**src/mnee_pkg.sv**
```systemverilog
package mnee_pkg;

  localparam int unsigned TickW = 28;
  localparam int unsigned TpsW  = 12;
  localparam int unsigned ProdW = 44;
  localparam int unsigned FracW = 16;

  localparam logic [TpsW-1:0] TPS_RESET = 12'd480;

  localparam logic FUNC_NOTE = 1'b0;
  localparam logic FUNC_END  = 1'b1;

  localparam logic [3:0] STATUS_NOTE_ON  = 4'h9;
  localparam logic [3:0] STATUS_NOTE_OFF = 4'h8;
  localparam logic [7:0] BYTE_ZERO       = 8'h00;
  localparam logic [7:0] BYTE_META       = 8'hFF;
  localparam logic [7:0] BYTE_EOT        = 8'h2F;

  localparam logic [2:0] END_LAST_IDX = 3'd3;

  typedef struct packed {
    logic       func;
    logic [31:0] time_seconds;
    logic [6:0] instrument;
    logic       is_off;
    logic [6:0] note;
    logic [6:0] velocity;
  } in_item_t;

  typedef struct packed {
    logic [7:0]  out_byte;
    logic        last_byte;
    logic [31:0] track_length;
  } out_item_t;

  typedef struct packed {
    logic             func;
    logic [TickW-1:0] delta;
    logic [1:0]       ngrp_m1;
    logic [7:0]       status;
    logic [6:0]       note;
    logic [6:0]       velocity;
  } qent_t;

endpackage

```
**src/mnee_front.sv**
```systemverilog
module mnee_front import mnee_pkg::*; (
  input  logic            clk_i,
  input  logic            rst_ni,
  input  logic [TpsW-1:0] tps_i,
  input  logic            in_valid_i,
  output logic            in_stall_o,
  input  in_item_t        in_data_i,
  output logic            push_valid_o,
  input  logic            push_ready_i,
  output qent_t           push_data_o
);

  logic             a_valid_q;
  logic [TickW-1:0] a_tick_q;
  logic             a_func_q;
  logic [7:0]       a_status_q;
  logic [6:0]       a_note_q;
  logic [6:0]       a_vel_q;
  logic [TickW-1:0] prev_q, prev_d;

  logic [ProdW-1:0] prod;
  logic [3:0]       chan;
  logic             accept;
  logic             push_fire;
  logic [TickW-1:0] delta;

  assign in_stall_o = a_valid_q & ~push_ready_i;
  assign accept     = in_valid_i & ~in_stall_o;
  assign push_fire  = a_valid_q & push_ready_i;

  assign prod = ProdW'(in_data_i.time_seconds) * ProdW'(tps_i);
  assign chan = in_data_i.instrument[3:0] - 4'd1;

  always_ff @(posedge clk_i or negedge rst_ni) begin
    if (!rst_ni) begin
      a_valid_q <= 1'b0;
      prev_q    <= '0;
    end else begin
      if (accept) begin
        a_valid_q <= 1'b1;
      end else if (push_fire) begin
        a_valid_q <= 1'b0;
      end
      prev_q <= prev_d;
    end
  end

  always_ff @(posedge clk_i) begin
    if (accept) begin
      a_tick_q   <= prod[FracW +: TickW];
      a_func_q   <= in_data_i.func;
      a_status_q <= {(in_data_i.is_off ? STATUS_NOTE_OFF : STATUS_NOTE_ON), chan};
      a_note_q   <= in_data_i.note;
      a_vel_q    <= in_data_i.velocity;
    end
  end

  assign delta = (a_tick_q >= prev_q) ? (a_tick_q - prev_q) : '0;

  always_comb begin
    prev_d = prev_q;
    if (push_fire) begin
      prev_d = (a_func_q == FUNC_END) ? '0 : a_tick_q;
    end
  end

  always_comb begin
    push_data_o.func     = a_func_q;
    push_data_o.delta    = delta;
    push_data_o.status   = a_status_q;
    push_data_o.note     = a_note_q;
    push_data_o.velocity = a_vel_q;
    if (delta[27:21] != '0) begin
      push_data_o.ngrp_m1 = 2'd3;
    end else if (delta[20:14] != '0) begin
      push_data_o.ngrp_m1 = 2'd2;
    end else if (delta[13:7] != '0) begin
      push_data_o.ngrp_m1 = 2'd1;
    end else begin
      push_data_o.ngrp_m1 = 2'd0;
    end
  end

  assign push_valid_o = a_valid_q;

endmodule

```
**src/mnee_queue.sv**
```systemverilog
module mnee_queue import mnee_pkg::*; #(
  parameter int unsigned DEPTH = 4
) (
  input  logic  clk_i,
  input  logic  rst_ni,
  input  logic  push_valid_i,
  output logic  push_ready_o,
  input  qent_t push_data_i,
  output logic  pop_valid_o,
  input  logic  pop_ready_i,
  output qent_t pop_data_o
);

  localparam int unsigned AW = (DEPTH > 1) ? $clog2(DEPTH) : 1;
  localparam int unsigned CW = $clog2(DEPTH + 1);

  qent_t         mem_q [DEPTH];
  logic [AW-1:0] wr_ptr_q, rd_ptr_q;
  logic [CW-1:0] count_q;
  logic          push, pop;

  assign push_ready_o = (count_q != CW'(DEPTH));
  assign pop_valid_o  = (count_q != '0);
  assign push         = push_valid_i & push_ready_o;
  assign pop          = pop_valid_o & pop_ready_i;
  assign pop_data_o   = mem_q[rd_ptr_q];

  always_ff @(posedge clk_i or negedge rst_ni) begin
    if (!rst_ni) begin
      wr_ptr_q <= '0;
      rd_ptr_q <= '0;
      count_q  <= '0;
    end else begin
      if (push) begin
        wr_ptr_q <= (wr_ptr_q == AW'(DEPTH - 1)) ? '0 : wr_ptr_q + AW'(1);
      end
      if (pop) begin
        rd_ptr_q <= (rd_ptr_q == AW'(DEPTH - 1)) ? '0 : rd_ptr_q + AW'(1);
      end
      if (push && !pop) begin
        count_q <= count_q + CW'(1);
      end else if (pop && !push) begin
        count_q <= count_q - CW'(1);
      end
    end
  end

  always_ff @(posedge clk_i) begin
    if (push) begin
      mem_q[wr_ptr_q] <= push_data_i;
    end
  end

endmodule

```
**src/mnee_back.sv**
```systemverilog
module mnee_back import mnee_pkg::*; (
  input  logic      clk_i,
  input  logic      rst_ni,
  input  logic      pop_valid_i,
  output logic      pop_ready_o,
  input  qent_t     pop_data_i,
  output logic      out_valid_o,
  input  logic      out_stall_i,
  output out_item_t out_data_o
);

  logic        cur_valid_q;
  qent_t       cur_q;
  logic [2:0]  idx_q;
  logic [31:0] total_q;
  logic        out_valid_q;
  out_item_t   out_q;

  logic [2:0]  ngrp;
  logic [2:0]  last_idx;
  logic        last;
  logic [1:0]  gsel;
  logic [6:0]  grp;
  logic [7:0]  cur_byte;
  logic        out_load;
  logic        pop_fire;
  logic [31:0] total_inc;

  assign ngrp     = {1'b0, cur_q.ngrp_m1};
  assign last_idx = (cur_q.func == FUNC_END) ? END_LAST_IDX : ngrp + 3'd3;
  assign last     = (idx_q == last_idx);
  assign gsel     = cur_q.ngrp_m1 - idx_q[1:0];

  always_comb begin
    unique case (gsel)
      2'd0:    grp = cur_q.delta[6:0];
      2'd1:    grp = cur_q.delta[13:7];
      2'd2:    grp = cur_q.delta[20:14];
      default: grp = cur_q.delta[27:21];
    endcase
  end

  always_comb begin
    if (cur_q.func == FUNC_END) begin
      unique case (idx_q)
        3'd1:    cur_byte = BYTE_META;
        3'd2:    cur_byte = BYTE_EOT;
        default: cur_byte = BYTE_ZERO;
      endcase
    end else if (idx_q <= ngrp) begin
      cur_byte = {(idx_q != ngrp), grp};
    end else if (idx_q == ngrp + 3'd1) begin
      cur_byte = cur_q.status;
    end else if (idx_q == ngrp + 3'd2) begin
      cur_byte = {1'b0, cur_q.note};
    end else begin
      cur_byte = {1'b0, cur_q.velocity};
    end
  end

  assign out_load    = cur_valid_q & (~out_valid_q | ~out_stall_i);
  assign pop_ready_o = ~cur_valid_q | (out_load & last);
  assign pop_fire    = pop_valid_i & pop_ready_o;
  assign total_inc   = (total_q == '1) ? total_q : total_q + 32'd1;

  always_ff @(posedge clk_i or negedge rst_ni) begin
    if (!rst_ni) begin
      cur_valid_q <= 1'b0;
      idx_q       <= '0;
      total_q     <= '0;
      out_valid_q <= 1'b0;
    end else begin
      if (pop_fire) begin
        cur_valid_q <= 1'b1;
        idx_q       <= '0;
      end else if (out_load && last) begin
        cur_valid_q <= 1'b0;
      end else if (out_load) begin
        idx_q <= idx_q + 3'd1;
      end
      if (out_load) begin
        total_q <= (cur_q.func == FUNC_END && last) ? '0 : total_inc;
      end
      if (out_load) begin
        out_valid_q <= 1'b1;
      end else if (!out_stall_i) begin
        out_valid_q <= 1'b0;
      end
    end
  end

  always_ff @(posedge clk_i) begin
    if (pop_fire) begin
      cur_q <= pop_data_i;
    end
    if (out_load) begin
      out_q.out_byte     <= cur_byte;
      out_q.last_byte    <= last;
      out_q.track_length <= total_inc;
    end
  end

  assign out_valid_o = out_valid_q;
  assign out_data_o  = out_q;

endmodule

```
**src/midi_note_event_encoder.sv**
```systemverilog
// Path: an item's first byte passes the front stage, the queue and the current-item
// register before the output register shows it. Throughput: one byte per cycle
// while out_stall_i is low; a note item gives 4 to 7 bytes, an end item 4.
// Reset: clears the last tick, the track byte count, the queue and all valids;
// ticks_per_second returns to 480.
module midi_note_event_encoder import mnee_pkg::*; #(
  parameter int unsigned QUEUE_DEPTH = 4
) (
  input  logic            clk_i,
  input  logic            rst_ni,
  input  logic            cfg_we_i,
  input  logic [TpsW-1:0] cfg_wdata_i,
  input  logic            in_valid_i,
  output logic            in_stall_o,
  input  in_item_t        in_data_i,
  output logic            out_valid_o,
  input  logic            out_stall_i,
  output out_item_t       out_data_o
);

  logic [TpsW-1:0] tps_q;
  logic            push_valid, push_ready;
  qent_t           push_data;
  logic            pop_valid, pop_ready;
  qent_t           pop_data;

  always_ff @(posedge clk_i or negedge rst_ni) begin
    if (!rst_ni) begin
      tps_q <= TPS_RESET;
    end else if (cfg_we_i) begin
      tps_q <= cfg_wdata_i;
    end
  end

  mnee_front u_front (
    .clk_i        (clk_i),
    .rst_ni       (rst_ni),
    .tps_i        (tps_q),
    .in_valid_i   (in_valid_i),
    .in_stall_o   (in_stall_o),
    .in_data_i    (in_data_i),
    .push_valid_o (push_valid),
    .push_ready_i (push_ready),
    .push_data_o  (push_data)
  );

  mnee_queue #(
    .DEPTH (QUEUE_DEPTH)
  ) u_queue (
    .clk_i        (clk_i),
    .rst_ni       (rst_ni),
    .push_valid_i (push_valid),
    .push_ready_o (push_ready),
    .push_data_i  (push_data),
    .pop_valid_o  (pop_valid),
    .pop_ready_i  (pop_ready),
    .pop_data_o   (pop_data)
  );

  mnee_back u_back (
    .clk_i       (clk_i),
    .rst_ni      (rst_ni),
    .pop_valid_i (pop_valid),
    .pop_ready_o (pop_ready),
    .pop_data_i  (pop_data),
    .out_valid_o (out_valid_o),
    .out_stall_i (out_stall_i),
    .out_data_o  (out_data_o)
  );

endmodule

```
**config.mk**
```make
export PLATFORM = sky130hd
export DESIGN_NAME = midi_note_event_encoder
export DESIGN_NICKNAME = d
export VERILOG_FILES = /design/src/mnee_pkg.sv /design/src/mnee_front.sv /design/src/mnee_queue.sv /design/src/mnee_back.sv /design/src/midi_note_event_encoder.sv
export SDC_FILE = /design/constraint.sdc
export NUM_CORES = 1
export LEC_CHECK = 0
export BUFFER_PORTS_ARGS = -buffer_cell sky130_fd_sc_hd__clkbuf_2
export CAP_MARGIN = 10
export CORE_MARGIN = 10
export CORE_UTILIZATION = 40
export CTS_CLUSTER_DIAMETER = 80
export DETAILED_ROUTE_END_ITERATION = 10
export HOLD_SLACK_MARGIN = 0.05
export PLACE_DENSITY_LB_ADDON = 0.12
export SETUP_SLACK_MARGIN = 0.3
export SYNTH_ARGS = -nofsm -noshare
export SYNTH_HDL_FRONTEND = slang
export SYNTH_HIERARCHICAL = 1
export SYNTH_SLANG_ARGS = --single-unit
```
**constraint.sdc**
```tcl
create_clock -name clk_i -period 11.8 [get_ports clk_i]
set_input_delay 2.36 -clock clk_i [delete_from_list [all_inputs] [get_ports clk_i]]
set_output_delay 2.36 -clock clk_i [all_outputs]
set_load 0.02 [all_outputs]
```
**Word level (Yosys, flattened, before mapping)**

Memories as Yosys holds them, arrays and structs flattened. A register that Yosys moved wholly into a read port is not among the register bits.
Cells that the tools add are included.

- Register bits after elaboration: 177
- Memory bits (writable): 212
- Input port bits: 72
- Logic and storage cells: 107
- Memories: 1

Memory list:

| name | depth | bits a word | read ports | clocked after Yosys merged registers in | write ports | line | RTL |
|---|---|---|---|---|---|---|---|
| u_queue.mem_q | 4 | 53 | 1 | 1 | 1 | mnee_queue.sv:17 | `qent_t mem_q [DEPTH];` |

- $add $sub $neg: 12
- $mul: 1
- Magnitude comparators: 2
- Eq/ne operators: 14
- Multiplexer cells: 30
- Bitwise operators: 13
- Reduce and logical (&&, ||, !) cells: 16

Operator list:

| cell | count |
|---|---|
| $mux W32 | 2 |
| $mux W28 | 2 |
| $mul A32 B12 Y44 | 1 |
| $add A32 B1 Y32 const B | 1 |
| $eq A32 B32 Y1 const B | 1 |
| $ge A28 B28 Y1 | 1 |
| $sub A28 B28 Y28 | 1 |
| $mux W8 | 3 |
| $pmux W7 S3 | 1 |
| $reduce_bool A7 Y1 | 3 |
| $mux W3 | 6 |
| $pmux W8 S2 | 1 |
| $mux W1 | 10 |
| $eq A3 B3 Y1 | 3 |
| $mux W2 | 4 |
| $reduce_bool A2 Y1 | 4 |
| $mux W7 | 1 |
| $add A2 B2 Y3 const B | 2 |
| $add A3 B1 Y3 const B | 2 |
| $and A1 B1 Y1 | 6 |
| $eq A2 B2 Y1 const B | 3 |
| $not A1 Y1 | 5 |
| $add A2 B1 Y2 const B | 2 |
| $logic_and A1 B1 Y1 | 4 |
| other kinds (17) | 19 |

**Logic depth before layout (Yosys ltp)**

Gate-level depths: netlist (run 1).

- Depth after elaboration: 9
- Mapped depth: 23
- Depth with buffers taken out: 22

**Modules after synthesis**

Netlist (run 1), hierarchy kept.

Modules (own cells, without submodules):

| module | instances | cells an instance | area an instance (µm²) | seq. area each (µm²) |
|---|---|---|---|---|
| mnee_front | 1 | 1773 | 15797.7 | 2167.1 |
| mnee_queue | 1 | 314 | 8156.6 | 6541.3 |
| mnee_back | 1 | 492 | 6153.4 | 3748.6 |
| midi_note_event_encoder | 1 | 25 | 489.2 | 305.3 |

**Worst setup path before layout (run 1)**

Ideal clock, no wire load.

- Path kind: input port to flip-flop
- Start: in in_data_i[36] (netlist name)
- End: reg u_front.a_tick_q[27], data pin
- Arrival time: 7.393 ns
- Required time: 11.539 ns
- Slack: 4.146 ns
- Stages on the path: 21
- Buffers on the path: 1
- Cells stage by stage: clkbuf_1 > nand2_1 > fa_1 > inv_1 > fa_1 > fa_1 > fa_1 > inv_1 > fa_1 > inv_1 > ha_1 > a211oi_1 > o21a_1 > o31a_1 > o22ai_1 > a31o_1 > a21o_1 > o41ai_2 > nor2b_1 > a211oi_2 > xnor2_1

- Longest elaborated chain between the ends: 1

Ends and longest elaborated chain:

| item | line | RTL |
|---|---|---|
| from (decl) | midi_note_event_encoder.sv:15 | `input in_item_t in_data_i,` |
| $mul A32 B12 Y44 | mnee_front.sv:31 | `assign prod = ProdW'(in_data_i.time_seconds) * ProdW'(tps_i);` |
| via u_front.prod[43] | mnee_front.sv:21 | `logic [ProdW-1:0] prod;` |
| to (signal assigned) | mnee_front.sv:50 | `a_tick_q <= prod[FracW +: TickW];` |
| to (decl) | mnee_front.sv:14 | `logic [TickW-1:0] a_tick_q;` |

The timed path passes the listed nets, and every way through them passes these cells.
A chain may end at the register's enable or synchronous reset.

**Final worst setup path (run 1)**

- Start: in in_data_i[35] (netlist name)
- End: reg u_front.a_tick_q[26], data pin

The elaborated chain is that of the path after synthesis.

==> results of run 1 <==
## final cells by class
cell class / instances / area, um^2
Tap cell: 978 / 1224
Antenna cell: 1 / 2.502
Sequential cell: 439 / 12770
Clock inverter: 27 / 259.0
Timing Repair Buffer: 135 / 738.2
Clock buffer: 57 / 1255
Multi-Input combinational cell: 1658 / 15790
Inverter: 372 / 1396
Fill cell: 7054 / 42390
## placed cells by master, fill, tap and decap left out, drive strengths merged, types with 11 or more instances in the layout
master    n
inv     373
nand4    19
o31ai    15
mux4     60
mux2     20
a21oi    62
nor2     88
clkinv   20
clkbuf  167
and2    128
nand3    29
a31oi    11
nand2   377
o21ai    78
buf      25
xor2     26
a21o     24
o211ai   15
dfrtp    81
fa      301
nor3     24
ha      122
o21a     15
edfxtp  354
nand2b   36
xnor2    58
## tightest hold or removal path: cells and delay by family (launching register included)
| kind | cells | cell delay [ns] |
|---|---|---|
| DFF | 1 | 0.34 |
| AOI/OAI and AO/OA | 1 | 0.06 |
| and+or+nand+nor | 1 | 0.04 |
## logic make-up (layout without fill, tap and decap cells)
logic type / Yosys count / after routing
AOI/OAI and AO/OA: 297 / 297
and+or+nand+nor: 764 / 764
adders and majority gates: 423 / 423
other: 2 / 4
DFF: 439 / 439
muxes: 87 / 87
buffers and inverters: 508 / 591
xor gates and xnor gates: 84 / 84
## metrics by stage
step | util | cells | hold WS (ns)
finish | 0.4410 | 3667 | 0.4755
global route | 0.4410 | 3667 | 0.5058
CTS | 0.4410 | 3666 | 0.4826
detailed placement | 0.4210 | 3582 | 0.4703
global placement | 0.4210 | 3582 | 0.4628
floorplan | - | 2605 | 0.4498
## sequential cells by signal, indices dropped and copies added, names as in the netlist, 3 cells and up
| register | cells |
|---|---|
| u_back/total_q | 32 |
| tps_q | 12 |
| u_back/cur_q | 53 |
| u_queue/mem_q | 212 |
| u_front/prev_q | 28 |
| u_queue/count_q | 3 |
| u_front/a_tick_q | 28 |
| u_front/a_status_q | 5 |
| u_front/a_note_q | 7 |
| u_back/idx_q | 3 |
| u_back/out_data_o | 41 |
| u_front/a_vel_q | 7 |
## metal layers
| layer | up-vias | GRT usage | wire length [um] |
|---|---|---|---|
| li1 | 8762 | - | - |
| met1 | 9723 | 0.2095 | 31190 |
| met2 | 335 | 0.3008 | 36440 |
| met3 | 77 | 0.02007 | 2519 |
| met4 | 4 | 0.03708 | 1144 |
| met5 | - | 0 | 30 |
## worst paths after layout
path | start | depth (start not counted) | endpoint
worst max-delay path | in_data_i[35] | 21 | u_front/a_tick_q[26]
worst min-delay path | u_front/prev_q[17] | 2 | u_front/prev_q[17]
worst max register to register | tps_q[6] | 20 | u_front/a_tick_q[26]
worst min register to register | u_front/prev_q[17] | 2 | u_front/prev_q[17]
max in group asynchronous | rst_ni | 2 | u_front/prev_q[23]
min in group asynchronous | rst_ni | 1 | u_back/idx_q[2]
==> results_dict.tcl, run 1 <==
set metrics [dict create \
    grt_max_degree 64 \
    timing_hold_violations_final 0 \
    rsz0062_at_grt "no" \
    io_buffers 111 \
    num_io_pins 115 \
    grt_usage 0.1661 \
    yosys.area_share.adder 0.2468 \
    initial_utilization 0.4035 \
    postSynth.asyncResetShare 0.1936 \
    report.final.slew_viol_count 0 \
    yosysWarningCount 6 \
    gp_congestion 0.8146 \
    crit_arrival_ns 8.24 \
    hold_wc_path_type "reg -> reg" \
    critical_path.startpoint_type "input pin" \
    timing.reg2reg.setup_slack_ns 4.83 \
    grt_first_pass_wirelength_um 115200 \
    detail-route-antenna-nets 0 \
    cts_tree "done" \
    fp.dieArea_mm2 0.08795 \
    final-setup-viol-count 0 \
    synth.largest_area_cell "edfxtp_1" \
    numClockSinks 439 \
    post_cts_resized 0 \
    first_pass_iters 5 \
    cts-hold-fix-buffers 0 \
    num-nets-final 3148 \
    combined_area_of_all_synthesized_cells_mm2 0.03060 \
    synth.lib_cells_used.distinct 100 \
    fin_worst_skew_ns 0.04159 \
    yosys.cell_count.top_type "nand2_1" \
    min_period_ns 7.841 \
    netlist.area_leader.share 0.3474 \
    crit_type "in -> reg" \
    synth_xor_xnor_area_share 0.02405 \
    synthesis.area_per_instance_um2 11.75 \
    critical_path_cell_by_cell "clkbuf_2 -> nand2_1 -> fa_1 -> inv_1 -> fa_1 -> fa_1 -> fa_1 -> inv_1 -> fa_1 -> inv_1 -> ha_1 -> nand4_1 -> a21oi_1 -> o211ai_1 -> o21ai_1 -> a31o_1 -> a21o_1 -> o41ai_2 -> nor2b_1 -> o21ai_0 -> a221oi_1" \
    crit_required_ns 12.20 \
    most_common_cell_type_on_the_critical_path "fa_1" \
    cp_max_fo 12 \
    antenna_found_initial 3 \
    cap_violations 0 \
    muxShareOfSynthArea 0.05566 \
    cp_slowest_cell "o21ai_1" \
    detailedPlace.worstSlack_ns 3.352 \
    synth_commonest_cells "376 x nand2_1, 372 x inv_1, 354 x edfxtp_1" \
    dominant_combinational_cell_family_by_area_after_synthesis "adder cells" \
    finalCritPeriodShare 0.6645 \
    run_status "finished clean" \
    detailedPlacementHpwl_um 49630 \
    detail_route.wl_per_cell_um 19.45 \
    path_delay_family "adder cells" \
    slew_headroom 0.2504 \
    maxClockFrequency_mhz 127.5 \
    vias 18900 \
    clock-root-buffer "clkbuf_16" \
    ys_seq_elements 439 \
    row_count 101 \
    yosys_most_used_dff "edfxtp_1" \
    starting_drc_count_in_detailed_routing 849 \
    final_design_area_no_fill_mm2 0.03344 \
    synth_area_leaders "edfxtp_1 35%, fa_1 20%, dfrtp_1 6.6%" \
    core_area_mm2 0.07582 \
    synth_compound_area_frac 0.06874 \
    dpl-instance-area_mm2 0.03192 \
    die_height_um 296.6 \
    tritoncts.num_buffers 47 \
    via_per_inst 5.154 \
    clkLatencyLatePin_ns 0.58 \
    path_buf_inv 4 \
    post_cts_setup_buffer_count 0 \
    synth.yosys.seq_area_share 0.4171 \
    cts.htree.levels 2 \
    worst_slack_ns 3.959 \
    share_of_final_layout_standard_cells_stronger_than_drive_strength_1 0.1257 \
    die_x_um 296.6 \
    critPathMaxStageDelay_ns 0.71 \
    postRouteWirelength_um 71320 \
    globalRouteOverflowTotal 0 \
    timing.critical_path.to_type "register" \
    totalNegativeSetupSlack_ns 0 \
    worst_pin_slew_ns 1.116 \
    cts.reportedPaths.clkPinSlew_ns 0.06 \
    drcViolationCount 0 \
    first_global_vias 20690 \
    post_synth_inst_count 2604 \
    post_synth_edffs 354 \
    layout-area-overhead-vs-synth_pct 9.283 \
    synth_simple_gate_area_frac 0.1198 \
    clock_path_buffers 3 \
]
Power of run 1 is not shown: default switching activity piles up to over one toggle a cycle in this logic, so the estimate is an artifact.
==> run 2, diff against run 1 <==
==> constraint.sdc (replaced) <==
create_clock -name clk_i -period 6.3 [get_ports clk_i]
set_input_delay 1.26 -clock clk_i [delete_from_list [all_inputs] [get_ports clk_i]]
set_output_delay 1.26 -clock clk_i [all_outputs]
set_load 0.02 [all_outputs]
==> run 2 against run 1 <==
Against the previous run: highest routed layer is now met4; register-to-register slack got worse by 4.5 ns; first-iteration DRC count rose by 29%; critical path type is now reg -> reg; via count rose by 2.3%; critical path depth rose by 1; final area rose by 5.5%; sequential share of layout area fell by 2.0 points; wire length fell by 2.0%.
==> results_dict.tcl, run 2 (same netlist as run 1, synthesis figures left out) <==
set metrics [dict create \
    multi_input_comb_area_mm2 0.01609 \
    die_height_um 296.6 \
    numClockSinks 439 \
    rsz0062_at_grt "yes" \
    final_design_area_no_fill_mm2 0.03527 \
    final-setup-viol-count 0 \
    detailedPlacementHpwl_um 50680 \
    first_global_vias 20940 \
    register_area_mm2 0.01277 \
    die_x_um 296.6 \
    reg2regPathDepth 22 \
    timing_hold_violations_final 0 \
    grt_first_pass_wirelength_um 113000 \
    starting_drc_count_in_detailed_routing 1091 \
    path_buf_inv 5 \
    finalCritPeriodShare 0.9481 \
    antenna_found_initial 1 \
    detail_route.wl_per_cell_um 18.31 \
    num-nets-final 3289 \
    path_delay_family "adder cells" \
    slew_headroom 0.3212 \
    share_of_final_layout_standard_cells_stronger_than_drive_strength_1 0.1907 \
    hold_wc_path_type "reg -> reg" \
    first_pass_iters 5 \
    critical_path.startpoint_type "register" \
    clock_path_buffers 3 \
    grt_usage 0.1607 \
    core_area_mm2 0.07582 \
    grt_max_degree 60 \
    globalRouteOverflowTotal 0 \
    worst_hold_startpoint "u_front/prev_q[14]" \
    cp_slowest_cell "dfstp_4" \
    io_buffers 111 \
    crit_required_ns 6.64 \
    layout_common_cells "366 x inv_1, 363 x nand2_1, 354 x edfxtp_1" \
    min_period_ns 5.973 \
    fin_worst_skew_ns 0.03711 \
    worst_pin_slew_ns 1.018 \
    crit-reg2reg-launch "tps_q[8]" \
    critical_path_cell_by_cell "buf_12 -> buf_6 -> nand2_2 -> fa_1 -> inv_2 -> fa_1 -> fa_1 -> fa_1 -> inv_1 -> fa_1 -> inv_2 -> ha_4 -> or2_1 -> a21oi_2 -> o31a_1 -> o22ai_2 -> a31o_1 -> a21o_1 -> o41ai_4 -> nor2b_2 -> a211oi_2 -> xnor2_1" \
    cap_violations 0 \
    critPathCapture "u_front/a_tick_q[27]" \
    regToRegEndpoint "u_front/a_tick_q[27]" \
    critPathMaxStageDelay_ns 0.74 \
    via_per_inst 5.065 \
    crit_type "reg -> reg" \
    clkLatencyLatePin_ns 0.61 \
    crit_arrival_ns 6.31 \
    initial_utilization 0.4035 \
    num_io_pins 115 \
    postLayoutCoreUtil 0.4652 \
    top_register "u_queue/mem_q" \
    cts.reportedPaths.clkPinSlew_ns 0.05 \
    dpl-instance-area_mm2 0.03318 \
    report.final.slew_viol_count 0 \
    critical_path.startpoint "tps_q[8]" \
    fp.dieArea_mm2 0.08795 \
    cts_tree "done" \
    gp_congestion 0.8161 \
    whs_ns 0.4784 \
    detail-route-antenna-nets 0 \
    layout-area-overhead-vs-synth_pct 15.28 \
    most_common_cell_type_on_the_critical_path "fa_1" \
    tritoncts.num_buffers 52 \
    postRouteWirelength_um 69860 \
    cp_max_fo 8 \
    cts.htree.levels 2 \
    row_count 101 \
    vias 19330 \
    largest_register_ffs 212 \
    drcViolationCount 0 \
    clock-root-buffer "clkbuf_16" \
    number_of_cells_on_the_critical_path 22 \
    timing.reg2reg.setup_slack_ns 0.33 \
    timing.critical_path.to_type "register" \
    run_status "finished clean" \
    layout.cells.most_common "inv_1" \
    fillCellCount 6954 \
    maxClockFrequency_mhz 167.4 \
]
run 2: through the flow:
| stage | TNS [ns] | instances | worst slack, ns |
|---|---|---|---|
| floorplan | 0 | 2605 | 0.03492 |
| global placement | -3.921 | 3708 | -0.5224 |
| detailed placement | -4.322 | 3708 | -0.5526 |
| CTS | 0 | 3806 | 0.2904 |
| global route | 0 | 3815 | 0.1218 |
| finish | 0 | 3816 | 0.3273 |
run 2: worst min-delay path by stage:
stage	to	depth (start not counted)
floorplan	u_front/prev_q[10]	2
global placement	u_front/prev_q[19]	2
detailed placement	u_front/prev_q[10]	2
CTS	u_front/prev_q[19]	2
global route	u_front/prev_q[10]	2
finish	u_front/prev_q[14]	2
run 2: final cells by class:
type | count | area share
Tap cell | 978 | 0.03469
Clock inverter | 31 | 0.01167
Inverter | 372 | 0.03959
Multi-Input combinational cell | 1658 | 0.4562
Clock buffer | 66 | 0.03980
Sequential cell | 439 | 0.3622
Antenna cell | 1 | 0.00007094
Timing Repair Buffer | 271 | 0.05580
run 2: metal layers:
metal / share of wire / track usage / vias to the layer above
met1: 0.45 / 0.2075 / 9842
met4: 0.020 / 0.03819 / 0
met3: 0.039 / 0.02350 / 84
met2: 0.49 / 0.2816 / 321
met5: 0 / 0 / -
li1: - / - / 9082
run 2: worst min-delay path: cells and delay by family, from the launching register on:
kind	cells	cell delay, ns
and+or+nand+nor	1	0.04
DFF	1	0.34
AOI/OAI and AO/OA	1	0.06
run 2: what timing repair did:
action / 4_1_cts / 5_1_grt
pin swaps: 3 / 22
setup buffers: 1 / 7
resized for setup: 15 / 43
cloned: 0 / 1
setup endpoints to repair: 4 / 11
hold buffers: 0 / 0
Power of run 2 is left out for the same reason.
